--- config.mk ---
export PLATFORM = sky130hd
export DESIGN_NAME = matched_pixel_centroid_core
export DESIGN_NICKNAME = d
export VERILOG_FILES = /design/src/mpc_pkg.sv /design/src/mpc_ctrl.sv /design/src/mpc_dp.sv /design/src/matched_pixel_centroid_core.sv
export SDC_FILE = /design/constraint.sdc
export NUM_CORES = 1
export LEC_CHECK = 0
export ABC_AREA = 1
export BUFFER_PORTS_ARGS = -buffer_cell sky130_fd_sc_hd__buf_2
export CAP_MARGIN = 20
export CORE_MARGIN = 8
export CORE_UTILIZATION = 55
export CTS_CLUSTER_DIAMETER = 60
export DETAILED_ROUTE_END_ITERATION = 12
export PLACE_DENSITY_LB_ADDON = 0.15
export SLEW_MARGIN = 25
export SYNTH_ARGS = -nofsm -noshare
export SYNTH_HDL_FRONTEND = slang
export SYNTH_SLANG_ARGS = --single-unit
--- constraint.sdc ---
create_clock -name i_clk -period 18.31 [get_ports i_clk]
set_clock_uncertainty 0.15 [all_clocks]
set_input_delay 2.7465 -clock i_clk [delete_from_list [all_inputs] [get_ports i_clk]]
set_output_delay 2.7465 -clock i_clk [all_outputs]
set_load 0.03 [all_outputs]
--- src/mpc_pkg.sv ---
package mpc_pkg;

    // Fixed field widths of the ports
    localparam int FRAME_W = 11;
    localparam int PIX_W   = 8;
    localparam int XY_W    = 18;
    localparam int COUNT_W = 21;
    localparam int APB_AW  = 4;
    localparam int APB_DW  = 32;

    // Register indexes (paddr[3:2])
    localparam logic [1:0] REG_WIDTH  = 2'd0;
    localparam logic [1:0] REG_HEIGHT = 2'd1;
    localparam logic [1:0] REG_MATCH  = 2'd2;

    localparam logic [FRAME_W-1:0] WIDTH_RESET  = 11'd1024;
    localparam logic [FRAME_W-1:0] HEIGHT_RESET = 11'd1024;
    localparam logic [PIX_W-1:0]   MATCH_RESET  = 8'd0;

    typedef enum logic [2:0] {
        ST_RUN,
        ST_LOAD_X,
        ST_DIV_X,
        ST_LOAD_Y,
        ST_DIV_Y,
        ST_DONE
    } t_state;

    typedef struct packed {
        logic [FRAME_W-1:0] width;
        logic [FRAME_W-1:0] height;
        logic [PIX_W-1:0]   match;
    } t_cfg;

    typedef struct packed {
        logic take;
        logic load_x;
        logic save_x;
        logic load_y;
        logic step;
        logic out_load;
    } t_cmd;

    typedef struct packed {
        logic last;
        logic empty;
        logic div_done;
        logic out_busy;
    } t_status;

endpackage

--- src/mpc_ctrl.sv ---
module mpc_ctrl
    import mpc_pkg::*;
(
    input  logic    i_clk,
    input  logic    i_rst_n,
    input  logic    i_in_valid,
    input  t_status i_status,
    output t_cmd    o_cmd,
    output logic    o_in_stall
);

    t_state r_state;
    t_state n_state;

    // Advance state
    always_ff @(posedge i_clk) begin
        if (!i_rst_n) begin
            r_state <= ST_RUN;
        end else begin
            r_state <= n_state;
        end
    end

    // Next state
    always_comb begin
        n_state = r_state;
        unique case (r_state)
            ST_RUN: begin
                if (i_in_valid && i_status.last) begin
                    n_state = ST_LOAD_X;
                end
            end
            ST_LOAD_X: begin
                n_state = i_status.empty ? ST_DONE : ST_DIV_X;
            end
            ST_DIV_X: begin
                if (i_status.div_done) begin
                    n_state = ST_LOAD_Y;
                end
            end
            ST_LOAD_Y: begin
                n_state = ST_DIV_Y;
            end
            ST_DIV_Y: begin
                if (i_status.div_done) begin
                    n_state = ST_DONE;
                end
            end
            ST_DONE: begin
                if (!i_status.out_busy) begin
                    n_state = ST_RUN;
                end
            end
            default: n_state = ST_RUN;
        endcase
    end

    // Commands to the datapath
    always_comb begin
        o_cmd      = '0;
        o_in_stall = 1'b1;
        unique case (r_state)
            ST_RUN: begin
                o_in_stall  = 1'b0;
                o_cmd.take  = i_in_valid;
            end
            ST_LOAD_X: o_cmd.load_x = 1'b1;
            ST_DIV_X: begin
                o_cmd.step   = 1'b1;
                o_cmd.save_x = i_status.div_done;
            end
            ST_LOAD_Y: o_cmd.load_y = 1'b1;
            ST_DIV_Y:  o_cmd.step   = 1'b1;
            ST_DONE:   o_cmd.out_load = !i_status.out_busy;
            default: begin
                o_cmd      = '0;
                o_in_stall = 1'b1;
            end
        endcase
    end

endmodule

--- src/mpc_dp.sv ---
module mpc_dp
    import mpc_pkg::*;
#(
    parameter int MAX_WIDTH     = 1024,
    parameter int MAX_HEIGHT    = 1024,
    parameter int FRACTION_BITS = 8
) (
    input  logic               i_clk,
    input  logic               i_rst_n,
    input  t_cfg               i_cfg,
    input  t_cmd               i_cmd,
    input  logic [PIX_W-1:0]   i_pixel_value,
    input  logic               i_out_stall,
    output t_status            o_status,
    output logic               o_out_valid,
    output logic [XY_W-1:0]    o_centroid_x_fixed,
    output logic [XY_W-1:0]    o_centroid_y_fixed,
    output logic [COUNT_W-1:0] o_match_count,
    output logic               o_no_match
);

    localparam int COL_W  = (MAX_WIDTH > 1) ? $clog2(MAX_WIDTH) : 1;
    localparam int ROW_W  = (MAX_HEIGHT > 1) ? $clog2(MAX_HEIGHT) : 1;
    localparam int WEW    = ($clog2(MAX_WIDTH + 1) > FRAME_W) ?
                            $clog2(MAX_WIDTH + 1) : FRAME_W;
    localparam int HEW    = ($clog2(MAX_HEIGHT + 1) > FRAME_W) ?
                            $clog2(MAX_HEIGHT + 1) : FRAME_W;
    localparam int PIXN_W = $clog2(MAX_WIDTH * MAX_HEIGHT + 1);
    localparam int CSUM_W = COL_W + PIXN_W;
    localparam int RSUM_W = ROW_W + PIXN_W;
    localparam int SUM_W  = (CSUM_W > RSUM_W) ? CSUM_W : RSUM_W;
    localparam int DW     = SUM_W + FRACTION_BITS;
    localparam int STEP_W = $clog2(DW + 1);

    localparam logic [WEW-1:0] MAX_W_E = WEW'(MAX_WIDTH);
    localparam logic [HEW-1:0] MAX_H_E = HEW'(MAX_HEIGHT);

    logic [COL_W-1:0]   r_col;
    logic [ROW_W-1:0]   r_row;
    logic [CSUM_W-1:0]  r_csum;
    logic [RSUM_W-1:0]  r_rsum;
    logic [COUNT_W-1:0] r_cnt;

    logic [CSUM_W-1:0]  r_snap_csum;
    logic [RSUM_W-1:0]  r_snap_rsum;
    logic [COUNT_W-1:0] r_snap_cnt;

    logic [DW-1:0]      r_dvd;
    logic [COUNT_W-1:0] r_rem;
    logic [STEP_W-1:0]  r_step;
    logic [XY_W-1:0]    r_qx;

    logic               r_out_valid;
    logic [XY_W-1:0]    r_out_x;
    logic [XY_W-1:0]    r_out_y;
    logic [COUNT_W-1:0] r_out_cnt;
    logic               r_out_none;

    logic [WEW-1:0]     w_eff;
    logic [HEW-1:0]     h_eff;
    logic [WEW-1:0]     col_inc;
    logic [HEW-1:0]     row_inc;
    logic               row_end;
    logic               frame_end;
    logic               hit;
    logic [CSUM_W-1:0]  n_csum;
    logic [RSUM_W-1:0]  n_rsum;
    logic [COUNT_W-1:0] n_cnt;

    logic [COUNT_W:0]   rem_shift;
    logic               rem_ge;
    logic [COUNT_W:0]   rem_diff;
    logic               empty;

    // Clamp frame size into the supported range
    always_comb begin
        if (i_cfg.width == '0) begin
            w_eff = WEW'(1);
        end else if (WEW'(i_cfg.width) > MAX_W_E) begin
            w_eff = MAX_W_E;
        end else begin
            w_eff = WEW'(i_cfg.width);
        end
        if (i_cfg.height == '0) begin
            h_eff = HEW'(1);
        end else if (HEW'(i_cfg.height) > MAX_H_E) begin
            h_eff = MAX_H_E;
        end else begin
            h_eff = HEW'(i_cfg.height);
        end
    end

    // Position and match for the current pixel
    assign col_inc   = WEW'(r_col) + WEW'(1);
    assign row_inc   = HEW'(r_row) + HEW'(1);
    assign row_end   = (col_inc >= w_eff);
    assign frame_end = row_end && (row_inc >= h_eff);
    assign hit       = (i_pixel_value == i_cfg.match);
    assign n_csum    = r_csum + (hit ? CSUM_W'(r_col) : '0);
    assign n_rsum    = r_rsum + (hit ? RSUM_W'(r_row) : '0);
    assign n_cnt     = r_cnt + (hit ? COUNT_W'(1) : '0);

    // Accumulate sums, hold a snapshot at frame end
    always_ff @(posedge i_clk) begin
        if (!i_rst_n) begin
            r_col  <= '0;
            r_row  <= '0;
            r_csum <= '0;
            r_rsum <= '0;
            r_cnt  <= '0;
        end else if (i_cmd.take) begin
            if (frame_end) begin
                r_col  <= '0;
                r_row  <= '0;
                r_csum <= '0;
                r_rsum <= '0;
                r_cnt  <= '0;
            end else begin
                r_csum <= n_csum;
                r_rsum <= n_rsum;
                r_cnt  <= n_cnt;
                if (row_end) begin
                    r_col <= '0;
                    r_row <= ROW_W'(row_inc);
                end else begin
                    r_col <= COL_W'(col_inc);
                end
            end
        end
    end

    always_ff @(posedge i_clk) begin
        if (i_cmd.take && frame_end) begin
            r_snap_csum <= n_csum;
            r_snap_rsum <= n_rsum;
            r_snap_cnt  <= n_cnt;
        end
    end

    assign empty = (r_snap_cnt == '0);

    // Restoring divider: one quotient bit per cycle, shared by both axes
    assign rem_shift = {r_rem, r_dvd[DW-1]};
    assign rem_ge    = (rem_shift >= {1'b0, r_snap_cnt});
    assign rem_diff  = rem_shift - {1'b0, r_snap_cnt};

    always_ff @(posedge i_clk) begin
        if (!i_rst_n) begin
            r_step <= '0;
        end else if (i_cmd.load_x || i_cmd.load_y) begin
            r_step <= STEP_W'(DW);
        end else if (i_cmd.step && (r_step != '0)) begin
            r_step <= r_step - STEP_W'(1);
        end
    end

    always_ff @(posedge i_clk) begin
        if (i_cmd.load_x) begin
            r_dvd <= DW'(r_snap_csum) << FRACTION_BITS;
            r_rem <= '0;
        end else if (i_cmd.load_y) begin
            r_dvd <= DW'(r_snap_rsum) << FRACTION_BITS;
            r_rem <= '0;
        end else if (i_cmd.step && (r_step != '0)) begin
            r_dvd <= {r_dvd[DW-2:0], rem_ge};
            r_rem <= rem_ge ? COUNT_W'(rem_diff) : COUNT_W'(rem_shift);
        end
    end

    // Hold the column quotient while the row is divided
    always_ff @(posedge i_clk) begin
        if (i_cmd.save_x) begin
            r_qx <= XY_W'(r_dvd);
        end
    end

    // Output register
    always_ff @(posedge i_clk) begin
        if (!i_rst_n) begin
            r_out_valid <= 1'b0;
        end else if (i_cmd.out_load) begin
            r_out_valid <= 1'b1;
        end else if (!i_out_stall) begin
            r_out_valid <= 1'b0;
        end
    end

    always_ff @(posedge i_clk) begin
        if (i_cmd.out_load) begin
            r_out_x    <= empty ? '0 : r_qx;
            r_out_y    <= empty ? '0 : XY_W'(r_dvd);
            r_out_cnt  <= r_snap_cnt;
            r_out_none <= empty;
        end
    end

    assign o_status.last     = frame_end;
    assign o_status.empty    = empty;
    assign o_status.div_done = (r_step == '0);
    assign o_status.out_busy = r_out_valid && i_out_stall;

    assign o_out_valid        = r_out_valid;
    assign o_centroid_x_fixed = r_out_x;
    assign o_centroid_y_fixed = r_out_y;
    assign o_match_count      = r_out_cnt;
    assign o_no_match         = r_out_none;

endmodule

--- src/matched_pixel_centroid_core.sv ---
// Centroid of the pixels that equal a match value. Pixels enter one word per
// clock in raster order; column and row follow from the frame width and height
// registers. Within a frame the input takes a pixel every cycle. After a
// frame's last pixel the input stalls while one shared restoring divider
// produces the mean column and then the mean row, one quotient bit per cycle,
// on a dividend of DW bits: DW = log2 of the larger of MAX_WIDTH and
// MAX_HEIGHT plus log2(MAX_WIDTH * MAX_HEIGHT + 1) plus FRACTION_BITS, each
// log2 rounded up. A frame with no match skips the division. The stall
// also lasts while the previous result still waits in the output register.
// Coordinates are unsigned fixed point, truncated; a frame with no match
// sets no_match and gives zero coordinates.
module matched_pixel_centroid_core
    import mpc_pkg::*;
#(
    parameter int MAX_WIDTH     = 1024,
    parameter int MAX_HEIGHT    = 1024,
    parameter int FRACTION_BITS = 8
) (
    input  logic               i_clk,
    input  logic               i_rst_n,

    input  logic               psel,
    input  logic               penable,
    input  logic               pwrite,
    input  logic [APB_AW-1:0]  paddr,
    input  logic [APB_DW-1:0]  pwdata,
    output logic [APB_DW-1:0]  prdata,
    output logic               pready,

    input  logic               i_in_valid,
    output logic               o_in_stall,
    input  logic [PIX_W-1:0]   i_pixel_value,

    output logic               o_out_valid,
    input  logic               i_out_stall,
    output logic [XY_W-1:0]    o_centroid_x_fixed,
    output logic [XY_W-1:0]    o_centroid_y_fixed,
    output logic [COUNT_W-1:0] o_match_count,
    output logic               o_no_match
);

    t_cfg    r_cfg;
    t_cmd    cmd;
    t_status status;
    logic    cfg_wr;

    assign pready = 1'b1;
    assign cfg_wr = psel && penable && pwrite;

    // Configuration registers
    always_ff @(posedge i_clk) begin
        if (!i_rst_n) begin
            r_cfg.width  <= WIDTH_RESET;
            r_cfg.height <= HEIGHT_RESET;
            r_cfg.match  <= MATCH_RESET;
        end else if (cfg_wr) begin
            unique case (paddr[3:2])
                REG_WIDTH:  r_cfg.width  <= pwdata[FRAME_W-1:0];
                REG_HEIGHT: r_cfg.height <= pwdata[FRAME_W-1:0];
                REG_MATCH:  r_cfg.match  <= pwdata[PIX_W-1:0];
                default: ;
            endcase
        end
    end

    // Register readback
    always_comb begin
        prdata = '0;
        unique case (paddr[3:2])
            REG_WIDTH:  prdata = APB_DW'(r_cfg.width);
            REG_HEIGHT: prdata = APB_DW'(r_cfg.height);
            REG_MATCH:  prdata = APB_DW'(r_cfg.match);
            default:    prdata = '0;
        endcase
    end

    mpc_ctrl u_ctrl (
        .i_clk      (i_clk),
        .i_rst_n    (i_rst_n),
        .i_in_valid (i_in_valid),
        .i_status   (status),
        .o_cmd      (cmd),
        .o_in_stall (o_in_stall)
    );

    mpc_dp #(
        .MAX_WIDTH     (MAX_WIDTH),
        .MAX_HEIGHT    (MAX_HEIGHT),
        .FRACTION_BITS (FRACTION_BITS)
    ) u_dp (
        .i_clk              (i_clk),
        .i_rst_n            (i_rst_n),
        .i_cfg              (r_cfg),
        .i_cmd              (cmd),
        .i_pixel_value      (i_pixel_value),
        .i_out_stall        (i_out_stall),
        .o_status           (status),
        .o_out_valid        (o_out_valid),
        .o_centroid_x_fixed (o_centroid_x_fixed),
        .o_centroid_y_fixed (o_centroid_y_fixed),
        .o_match_count      (o_match_count),
        .o_no_match         (o_no_match)
    );

endmodule

==> results of run 1 <==
worst max-delay path by stage:
stage                           from                  to  slack, ps  cells after the start
after floorplan           i_in_valid  u_dp.r_snap_cnt[0]      10960                      4
after global placement      paddr[3]           prdata[0]      11470                      5
after detailed placement    paddr[2]           prdata[0]      11460                      5
after CTS                   paddr[2]           prdata[0]      11440                      5
after global routing        paddr[2]           prdata[0]      11360                      5
final                       paddr[2]           prdata[0]      11440                      5
flip-flops by register name (all words and copies together) (netlist names), 30 cells and up:
signal	flops
r_cfg	30
u_dp.r_dvd	39
u_dp.r_snap_rsum	31
u_dp.r_rsum	31
u_dp.r_csum	31
u_dp.r_snap_csum	31
cell families after synthesis:
| family | count (synthesis) |
|---|---|
| AND/OR/NAND/NOR | 1162 |
| flip-flops | 362 |
| buffers and inverters | 348 |
| AO/OA/AOI/OAI | 289 |
| XOR/XNOR | 75 |
| adder cells (fa/ha/maj) | 72 |
| other | 2 |
through the flow:
stage | instances | worst slack [ps] | util, %
global placement | 2798 | 11470 | 58.06
CTS | 2876 | 11440 | 62.66
floorplan | 2330 | 10960 | -
detailed placement | 2798 | 11460 | 58.06
global route | 2876 | 11360 | 62.66
finish | 2876 | 11440 | 62.66
Yosys cell counts, drive strengths merged (9+ instances only):
cell type	number
ha	69
nand2	669
nand4	41
o21ai	82
nand3b	24
nor3	47
inv	258
buf	49
a21oi	144
clkbuf	39
xor2	57
a211oi	9
edfxtp	190
nand3	139
dfxtp	172
nor2	226
o22ai	30
xnor2	18
cell type report:
cell class | count | share of cell area (%)
sequential | 362 | 43.54
multi-input combinational | 1620 | 39.10
clock buffer | 56 | 5.544
inverter | 260 | 4.650
timing repair buffer | 108 | 2.691
tap | 448 | 2.668
clock inverter | 22 | 1.804
report_power, final:
group          switching, mW  internal [mW]
clock network          0.340          0.580
logic                  0.500          0.212
registers             0.0613          0.977
layer usage:
| layer | part of all wire (%) | routed length, µm | up-vias | track usage [%] |
|---|---|---|---|---|
| met1 | 44 | 20210 | 7221 | 28.05 |
| met3 | 4.7 | 2170 | 79 | 3.405 |
| met2 | 49 | 22700 | 388 | 39.58 |
| met4 | 2.5 | 1158 | 0 | 6.781 |
| met5 | 0 | 0 | - | 0 |
| li1 | - | - | 7743 | - |
==> results_dict.tcl, run 1 <==
set metrics [dict create \
    status "finished, final reports clean" \
    dpl.hpwl_um 33350 \
    r2r_setup_slack_ps 13930 \
    netlist.area_leader.share_pct 30.44 \
    wl_per_cell_um 16.08 \
    hold_path.class "register to register" \
    tightest_slew_ps 1002 \
    antenna_cells 0 \
    port_buffers 98 \
    post_cts_resized 0 \
    report.final.slew_viol_count 0 \
    layout_commonest_cell "nand2_1" \
    synth-edff-count 190 \
    cts_setup_buffers 0 \
    yosysWarnings 0 \
    via_per_inst 5.365 \
    power.total_mw 2.670 \
    layout.cells.most_common_list "nand2_1 (660), inv_1 (249), nor2_1 (213)" \
    critPathCaptureType "output port" \
    grt_max_degree 84 \
    r2r-start "u_ctrl.r_state[1]" \
    fin_tns_setup_ps 0 \
    design_area_um2 21010 \
    synthToLayoutAreaGrowth_pct 12.12 \
    hold_path_depth 0 \
    rsz0062_at_grt "no" \
    synth_top_family_by_area "simple AND/OR/NAND/NOR gates" \
    syn_area_per_cell_um2 8.113 \
    grt-ovfl-total 0 \
    fmax_mhz 145.5 \
    ys_seq_area_share_pct 48.82 \
    synth_top_cell_by_area "edfxtp_1" \
    drv_cap 0 \
    drcViolationCount 0 \
    async_reset_ff_share_pct 0 \
    multi_input_area_um2 8217 \
    synth_simple_gate_area_share_pct 26.36 \
    p_leak_nw 9.228 \
    synthMuxAreaShare_pct 0 \
    crit_path_frequent_cell "buf_2" \
    final_layout_size_suffix_gt1_share_pct 8.896 \
    ant_nets 0 \
    crit_fanout 7 \
    netlist_top_cells_area "edfxtp_1 (30%), dfxtp_1 (18%), nand2_1 (13%), inv_1 (5.0%), ha_1 (4.6%)" \
    crit_type "input pin to output port" \
    arrival_ps 3980 \
    min_period_over_period_pct 37.53 \
    firstDrtPassIters 6 \
    die_area_um2 40240 \
    cp_slowest_cell "nor2_1" \
    cts_tree "yes" \
    antenna_found_initial 0 \
    grt_pass1_wl_um 75600 \
    cts_buffer_depth 3 \
    start_kind "input pin" \
    wl_um 46240 \
    die_y_um 200.6 \
    insertion_delay_ps 550 \
    pin_count 144 \
    max_stage_delay_ps 360 \
    syn_inst 2310 \
    slew_headroom_pct 33.05 \
    synth_compound_area_share_pct 8.432 \
    rows 67 \
    cts_sinks 362 \
    vdd_drop_max_v 0.0001050 \
    crit_chain "buf_2, nor2_1, inv_1, o221ai_1, buf_2" \
    synthFlopType "edfxtp_1" \
    cts.htree.levels 2 \
    ff_latch_area_um2 9149 \
    vias 15430 \
    post_dp_cell_area_um2 19470 \
    die_w_um 200.6 \
    synth_cell_types 51 \
    grt_pass1_vias 15050 \
    root_buffer "clkbuf_16" \
    fillCellCount 3007 \
    ys_ff_latch 362 \
    r2r_cells 7 \
    setup_violations 0 \
    nets 2517 \
    hold_buffers 0 \
    netlist_area_um2 18740 \
    critPathTopFamily "buffers and inverters" \
    gp_congestion 0.9310 \
    grt_usage_pct 22.45 \
    synth-xor-area-share_pct 3.505 \
    crit_buf_inv 3 \
    hold_viol_final 0 \
    power-per-cell-area_nw_per_um2 127.1 \
    holdCritStartpoint "u_dp.r_snap_cnt[11]" \
    period_needed_ps 6872 \
    hold-worst-slack_ps 297.4 \
    rr_endpoint "u_dp.r_dvd[29]" \
    start_util_pct 55.89 \
    numCtsBuffers 42 \
    min_to "u_dp.o_match_count[11]" \
    clkTransAtPathRegs_ps 60 \
    dr.first_iter.drc_count 1053 \
    synth-adder-area-share_pct 4.927 \
    cp.required_ps 15410 \
    core_area_um2 33530 \
]
Note: power is estimated with default switching activity, not from simulation.
==> run 2, diff against run 1 <==
--- a/config.mk
+++ b/config.mk
@@ -5,7 +5,7 @@
 export SDC_FILE = /design/constraint.sdc
 export NUM_CORES = 1
 export LEC_CHECK = 0
-export ABC_AREA = 1
+export ABC_AREA = 0
 export BUFFER_PORTS_ARGS = -buffer_cell sky130_fd_sc_hd__buf_2
 export CAP_MARGIN = 20
 export CORE_MARGIN = 8
==> constraint.sdc (replaced) <==
create_clock -name i_clk -period 6.8 [get_ports i_clk]
set_clock_uncertainty 0.15 [all_clocks]
set_input_delay 1.02 -clock i_clk [delete_from_list [all_inputs] [get_ports i_clk]]
set_output_delay 1.02 -clock i_clk [all_outputs]
set_load 0.03 [all_outputs]
==> results_dict.tcl, run 2 <==
set metrics [dict create \
    grt_pass1_vias 12590 \
    drcViolationCount 0 \
    ys_ff_latch 362 \
    ant_nets 0 \
    ys_top_cells_by_count "nand2_1 (212), edfxtp_1 (190), dfxtp_1 (172)" \
    largest_reg_flops 39 \
    layout_commonest_cell "nand2_1" \
    power.total_mw 4.845 \
    grt_pass1_wl_um 64400 \
    dpl.hpwl_um 27520 \
    antenna_found_initial 1 \
    synth-edff-count 190 \
    netlist_area_um2 18200 \
    dr.first_iter.drc_count 750 \
    yosysWarnings 0 \
    die_w_um 197.9 \
    netlist.area_leader.share_pct 31.34 \
    period_needed_ps 4746 \
    ys_seq_area_share_pct 50.26 \
    critPathTopFamily "simple AND/OR/NAND/NOR gates" \
    fillCellCount 2694 \
    fmax_mhz 210.7 \
    clkTransAtPathRegs_ps 60 \
    gp_congestion 0.8842 \
    die_y_um 197.9 \
    firstDrtPassIters 5 \
    drv_cap 0 \
    pre_cts_slack_ps 1525 \
    wl_um 39860 \
    wl_per_cell_um 17.15 \
    max_stage_delay_ps 800 \
    cp.required_ps 7120 \
    root_buffer "clkbuf_16" \
    synthFlopType "edfxtp_1" \
    setup_violations 0 \
    grt_usage_pct 19.94 \
    fin_tns_setup_ps 0 \
    netlist_top_cells_area "edfxtp_1 (31%), dfxtp_1 (19%), ha_1 (4.7%), mux2i_1 (4.6%), nand2_1 (4.4%)" \
    cts_buffer_depth 3 \
    port_buffers 98 \
    post_cts_resized 0 \
    synth_top_cell_by_area "edfxtp_1" \
    insertion_delay_ps 540 \
    async_reset_ff_share_pct 0 \
    hold_path_depth 2 \
    crit_chain "buf_2, xnor2_1, nand4_1, nor2_1, and2_1, ha_1, fa_1, a21o_1, a21oi_1, o21ai_0, a41oi_1, nor2_1, nand3_1, or3b_2, o22ai_1" \
    ff_latch_area_um2 9150 \
    hold_path.class "register to register" \
    cts_sinks 362 \
    power-per-cell-area_nw_per_um2 238.5 \
    yosysMostFrequentCell "nand2_1" \
    r2r_cells 14 \
    core_area_um2 32540 \
    crit_buf_inv 1 \
    multi_input_area_um2 8488 \
    synthToLayoutAreaGrowth_pct 11.59 \
    syn_area_per_cell_um2 10.20 \
    cts_setup_buffers 0 \
    numCtsBuffers 41 \
    slew_headroom_pct 30.81 \
    hold_buffers 0 \
    regMostFlops "u_dp.r_dvd" \
    cts_tree "yes" \
    vdd_drop_max_v 0.0002070 \
    antenna_cells 0 \
    startpoint "i_pixel_value[6]" \
    layout.cells.most_common_list "nand2_1 (211), edfxtp_1 (190), dfxtp_1 (171)" \
    final_layout_size_suffix_gt1_share_pct 11.26 \
    status "finished, final reports clean" \
    start_util_pct 55.95 \
    die_area_um2 39170 \
    r2r-start "r_cfg[6]" \
    crit_path_frequent_cell "nor2_1" \
    cts.htree.levels 2 \
    cp_slowest_cell "nor2_1" \
    min_period_over_period_pct 69.79 \
    vias 13100 \
    grt_max_degree 80 \
    grt-ovfl-total 0 \
    critPathCaptureType "register" \
    nets 1972 \
    fin_cells 2324 \
    hold_viol_final 0 \
    arrival_ps 5060 \
    crit_type "input pin to register" \
    via_per_inst 5.638 \
    pin_count 144 \
    dp.cells 2247 \
    synth_cell_types 76 \
    p_leak_nw 7.694 \
    rsz0062_at_grt "no" \
    rows 66 \
    crit_cells 15 \
    worst_slack_ps 2054 \
    crit_fanout 12 \
    syn_inst 1784 \
    report.final.slew_viol_count 0 \
    holdCritStartpoint "u_dp.r_dvd[5]" \
    tightest_slew_ps 1030 \
    start_kind "input pin" \
]
-- run 2: changes by cell type in the layout (fill, tap and decap cells not counted), moves of 29 or more --
| cell | previous run | this run |
|---|---|---|
| nand2_1 | 660 | 211 |
| inv_1 | 249 | 42 |
| nor2_1 | 213 | 84 |
| a21oi_1 | 143 | 60 |
| mux2i_1 | 0 | 83 |
| nor2b_1 | 1 | 82 |
| xnor2_1 | 18 | 82 |
| nand3_1 | 138 | 87 |
| a21boi_0 | 1 | 39 |
| and3_1 | 1 | 33 |
| nor3_1 | 42 | 13 |
-- run 2: worst register-to-register path, stage by stage, from the launching register on --
cell and delay, ps:
dfxtp_1 400, xnor2_1 140, nand4_1 110, nor2_1 510, and2_1 220, ha_1 180
fa_1 220, a21o_1 130, a21oi_1 100, o21ai_0 280, a41oi_1 340, nor2_1 800
nand3_1 280, or3b_2 520, o22ai_1 130
-- run 2: routing by layer --
metal | wire, µm | GRT usage (%) | up-vias
met1 | 17820 | 25.89 | 6243
met5 | 0 | 0 | -
li1 | - | - | 6478
met3 | 2089 | 2.750 | 66
met2 | 19000 | 34.26 | 316
met4 | 957 | 5.946 | 0
-- run 2: worst paths after layout --
kind / end / slack [ps]
worst max register to register: u_dp.r_csum[20] / 2230
worst min register to register: u_dp.r_dvd[6] / 310
worst min-delay path: u_dp.r_dvd[6] / 310
worst max-delay path: u_dp.r_csum[20] / 2050
-- run 2: power by group --
group | switching, mW | internal (mW)
logic | 0.237 | 0.102
clock network | 0.883 | 1.25
registers | 0.0288 | 2.34
total | 1.15 | 3.70
-- run 2: cell type report --
class	instances	area share, %
Tap cell	442	2.723
Multi-Input combinational cell	1285	41.79
Clock buffer	53	5.322
Timing Repair Buffer	115	3.215
Sequential cell	362	45.04
Clock inverter	23	1.096
Inverter	44	0.8131
-- run 2: metrics by stage --
stage,util (%),hold WS [ps],cell area (µm²)
2_1_floorplan,-,286.8,18280
3_3_place_gp,58.28,301.7,18960
3_5_place_dp,58.33,305.2,18980
4_1_cts,62.33,317.7,20280
5_1_grt,62.43,330.5,20310
6_report,62.43,312.5,20310
-- run 2: cell families after synthesis --
family / after synthesis / share of synthesized area [%]
other: 2 / 0.04126
and+or+nand+nor: 642 / 17.77
AOI/OAI and AO/OA: 335 / 12.12
muxes: 83 / 4.564
xor gates and xnor gates: 131 / 6.303
DFF: 362 / 50.26
buffers and inverters: 157 / 3.863
adders and majority gates: 72 / 5.073
==> run 3, diff against run 2 <==
--- a/config.mk
+++ b/config.mk
@@ -5,7 +5,7 @@
 export SDC_FILE = /design/constraint.sdc
 export NUM_CORES = 1
 export LEC_CHECK = 0
-export ABC_AREA = 0
+export ABC_AREA = 1
 export BUFFER_PORTS_ARGS = -buffer_cell sky130_fd_sc_hd__buf_2
 export CAP_MARGIN = 20
 export CORE_MARGIN = 8
==> constraint.sdc (replaced) <==
create_clock -name i_clk -period 4.08 [get_ports i_clk]
set_clock_uncertainty 0.15 [all_clocks]
set_input_delay 0.612 -clock i_clk [delete_from_list [all_inputs] [get_ports i_clk]]
set_output_delay 0.612 -clock i_clk [all_outputs]
set_load 0.03 [all_outputs]
==> results_dict.tcl, run 3 (synthesis results as in run 1) <==
set metrics [dict create \
    antenna_found_initial 0 \
    arrival_ps 3550 \
    ant_nets 0 \
    min_period_over_period_pct 86.71 \
    antenna_cells 0 \
    final_layout_size_suffix_gt1_share_pct 8.855 \
    power_switching_share_pct 34.72 \
    power.share.sequential_pct 40.7 \
    hold_viol_final 0 \
    core_area_um2 33530 \
    slew_headroom_pct 34.87 \
    vdd_drop_max_v 0.0003944 \
    start_util_pct 55.89 \
    largest_reg_flops 39 \
    fmax_mhz 282.7 \
    tightest_slew_ps 977.0 \
    ff_latch_area_um2 9149 \
    cts_tree "yes" \
    pwr-share-comb_pct 28.4 \
    power-per-cell-area_nw_per_um2 546.4 \
    rows 67 \
    r2r_setup_slack_ps 540 \
    numCtsBuffers 40 \
    layout.cells.most_common_list "nand2_1 (660), inv_1 (249), nor2_1 (213)" \
    crit_type "register to register" \
    report.final.slew_viol_count 0 \
    cts_sinks 362 \
    regMostFlops "u_dp.r_dvd" \
    synthToLayoutAreaGrowth_pct 11.22 \
    layout_commonest_cell "nand2_1" \
    rsz0062_at_grt "no" \
    hold_buffers 0 \
    grt_usage_pct 21.98 \
    wl_per_cell_um 15.72 \
    post_cts_resized 0 \
    die_w_um 200.6 \
    critPathCaptureType "register" \
    via_per_inst 5.375 \
    start_kind "register" \
    use_met1_pct 29.31 \
    die_area_um2 40240 \
    grt-ovfl-total 0 \
    status "finished, final reports clean" \
    grt_max_degree 84 \
    grt_pass1_vias 14910 \
    clkTransAtPathRegs_ps 60 \
    firstDrtPassIters 6 \
    port_buffers 98 \
    hold-worst-slack_ps 191.2 \
    grtUsageMet2_pct 36.37 \
    pwr-share-clk_pct 30.9 \
    cts_buffer_depth 3 \
    p_leak_nw 9.161 \
    fin_tns_setup_ps 0 \
    switchingPower_mw 3.955 \
    hold_path.class "input pin to register" \
    crit_fanout 83 \
    p_int_mw 7.435 \
    multi_input_area_um2 8217 \
    cp.required_ps 4090 \
    grt_pass1_wl_um 74570 \
    wl_um 45230 \
    top_usage_layer "met2" \
    drcViolationCount 0 \
    dpl.hpwl_um 32880 \
    nets 2519 \
    insertion_delay_ps 540 \
    pin_count 144 \
    use_met3_pct 3.324 \
    setup_violations 0 \
    drv_cap 0 \
    fillCellCount 2963 \
    die_y_um 200.6 \
    gp_congestion 0.9191 \
    cts.htree.levels 2 \
    cts_setup_buffers 0 \
    period_needed_ps 3538 \
    root_buffer "clkbuf_16" \
    dr.first_iter.drc_count 1123 \
    vias 15460 \
]
## run 3: cell count changes in the layout (fill, tap and decap cells not counted), sizes merged, moves of 33 or more
cell,delta
nand2,+457
inv,+214
nor2,+140
mux2i,-83
nor2b,-81
a21oi,+80
xnor2,-64
nand3,+52
a21boi,-39
nor3,+33
## run 3: metal layers
layer,vias up,routed length (µm)
met1,7202,20350
met5,-,0
met3,95,2542
met4,0,1181
li1,7740,-
met2,421,21150
## run 3: final timing paths
kind | from | end | cells after the start
setup / recovery | u_dp.r_row[0] | u_dp.r_snap_cnt[7] | 16
hold / removal | pwdata[9] | r_cfg[17] | 3
setup reg to reg | u_dp.r_row[0] | u_dp.r_snap_cnt[7] | 16
hold reg to reg | u_dp.r_dvd[0] | u_dp.r_qx[0] | 0
## run 3: power by group through the flow
stage	sequential (mW)	combinational [mW]	clock [mW]
floorplan	4.69	2.49	0
global placement	4.69	3.18	0
detailed placement	4.70	3.23	0
CTS	4.63	3.25	3.60
global route	4.68	3.66	3.74
finish	4.63	3.24	3.52
## run 3: critical path: stages (launching register included)
cell,delay [ps]
dfxtp_1,420
ha_1,230
nand2_1,100
nor2_1,180
nand3_1,170
nor2_1,150
xor2_1,170
inv_1,80
ha_1,320
nand2_1,60
nor2_1,120
and2_1,140
nand2_1,60
nand4_2,160
nand2_1,120
nor2_4,110
buf_12,340
## run 3: cell type report
type | instances | share of cell area (%)
flip-flops and latches | 362 | 43.89
clock buffers | 58 | 5.565
repair buffers | 112 | 3.097
multi-input cells | 1620 | 39.42
inverters | 260 | 4.682
clock inverters | 16 | 0.6543
well taps | 448 | 2.689
## run 3: per-stage QoR
step	setup WS, ps	utilization (%)	total power [mW]	instance area (µm²)	std cells
finish	542.2	62.16	11.39	20840	2876
global route	277.8	62.16	12.08	20840	2876
CTS	573.9	62.16	11.47	20840	2876
detailed placement	521.9	58.29	7.935	19550	2802
global placement	598.9	58.29	7.869	19550	2802
floorplan	284.4	-	7.190	18820	2330
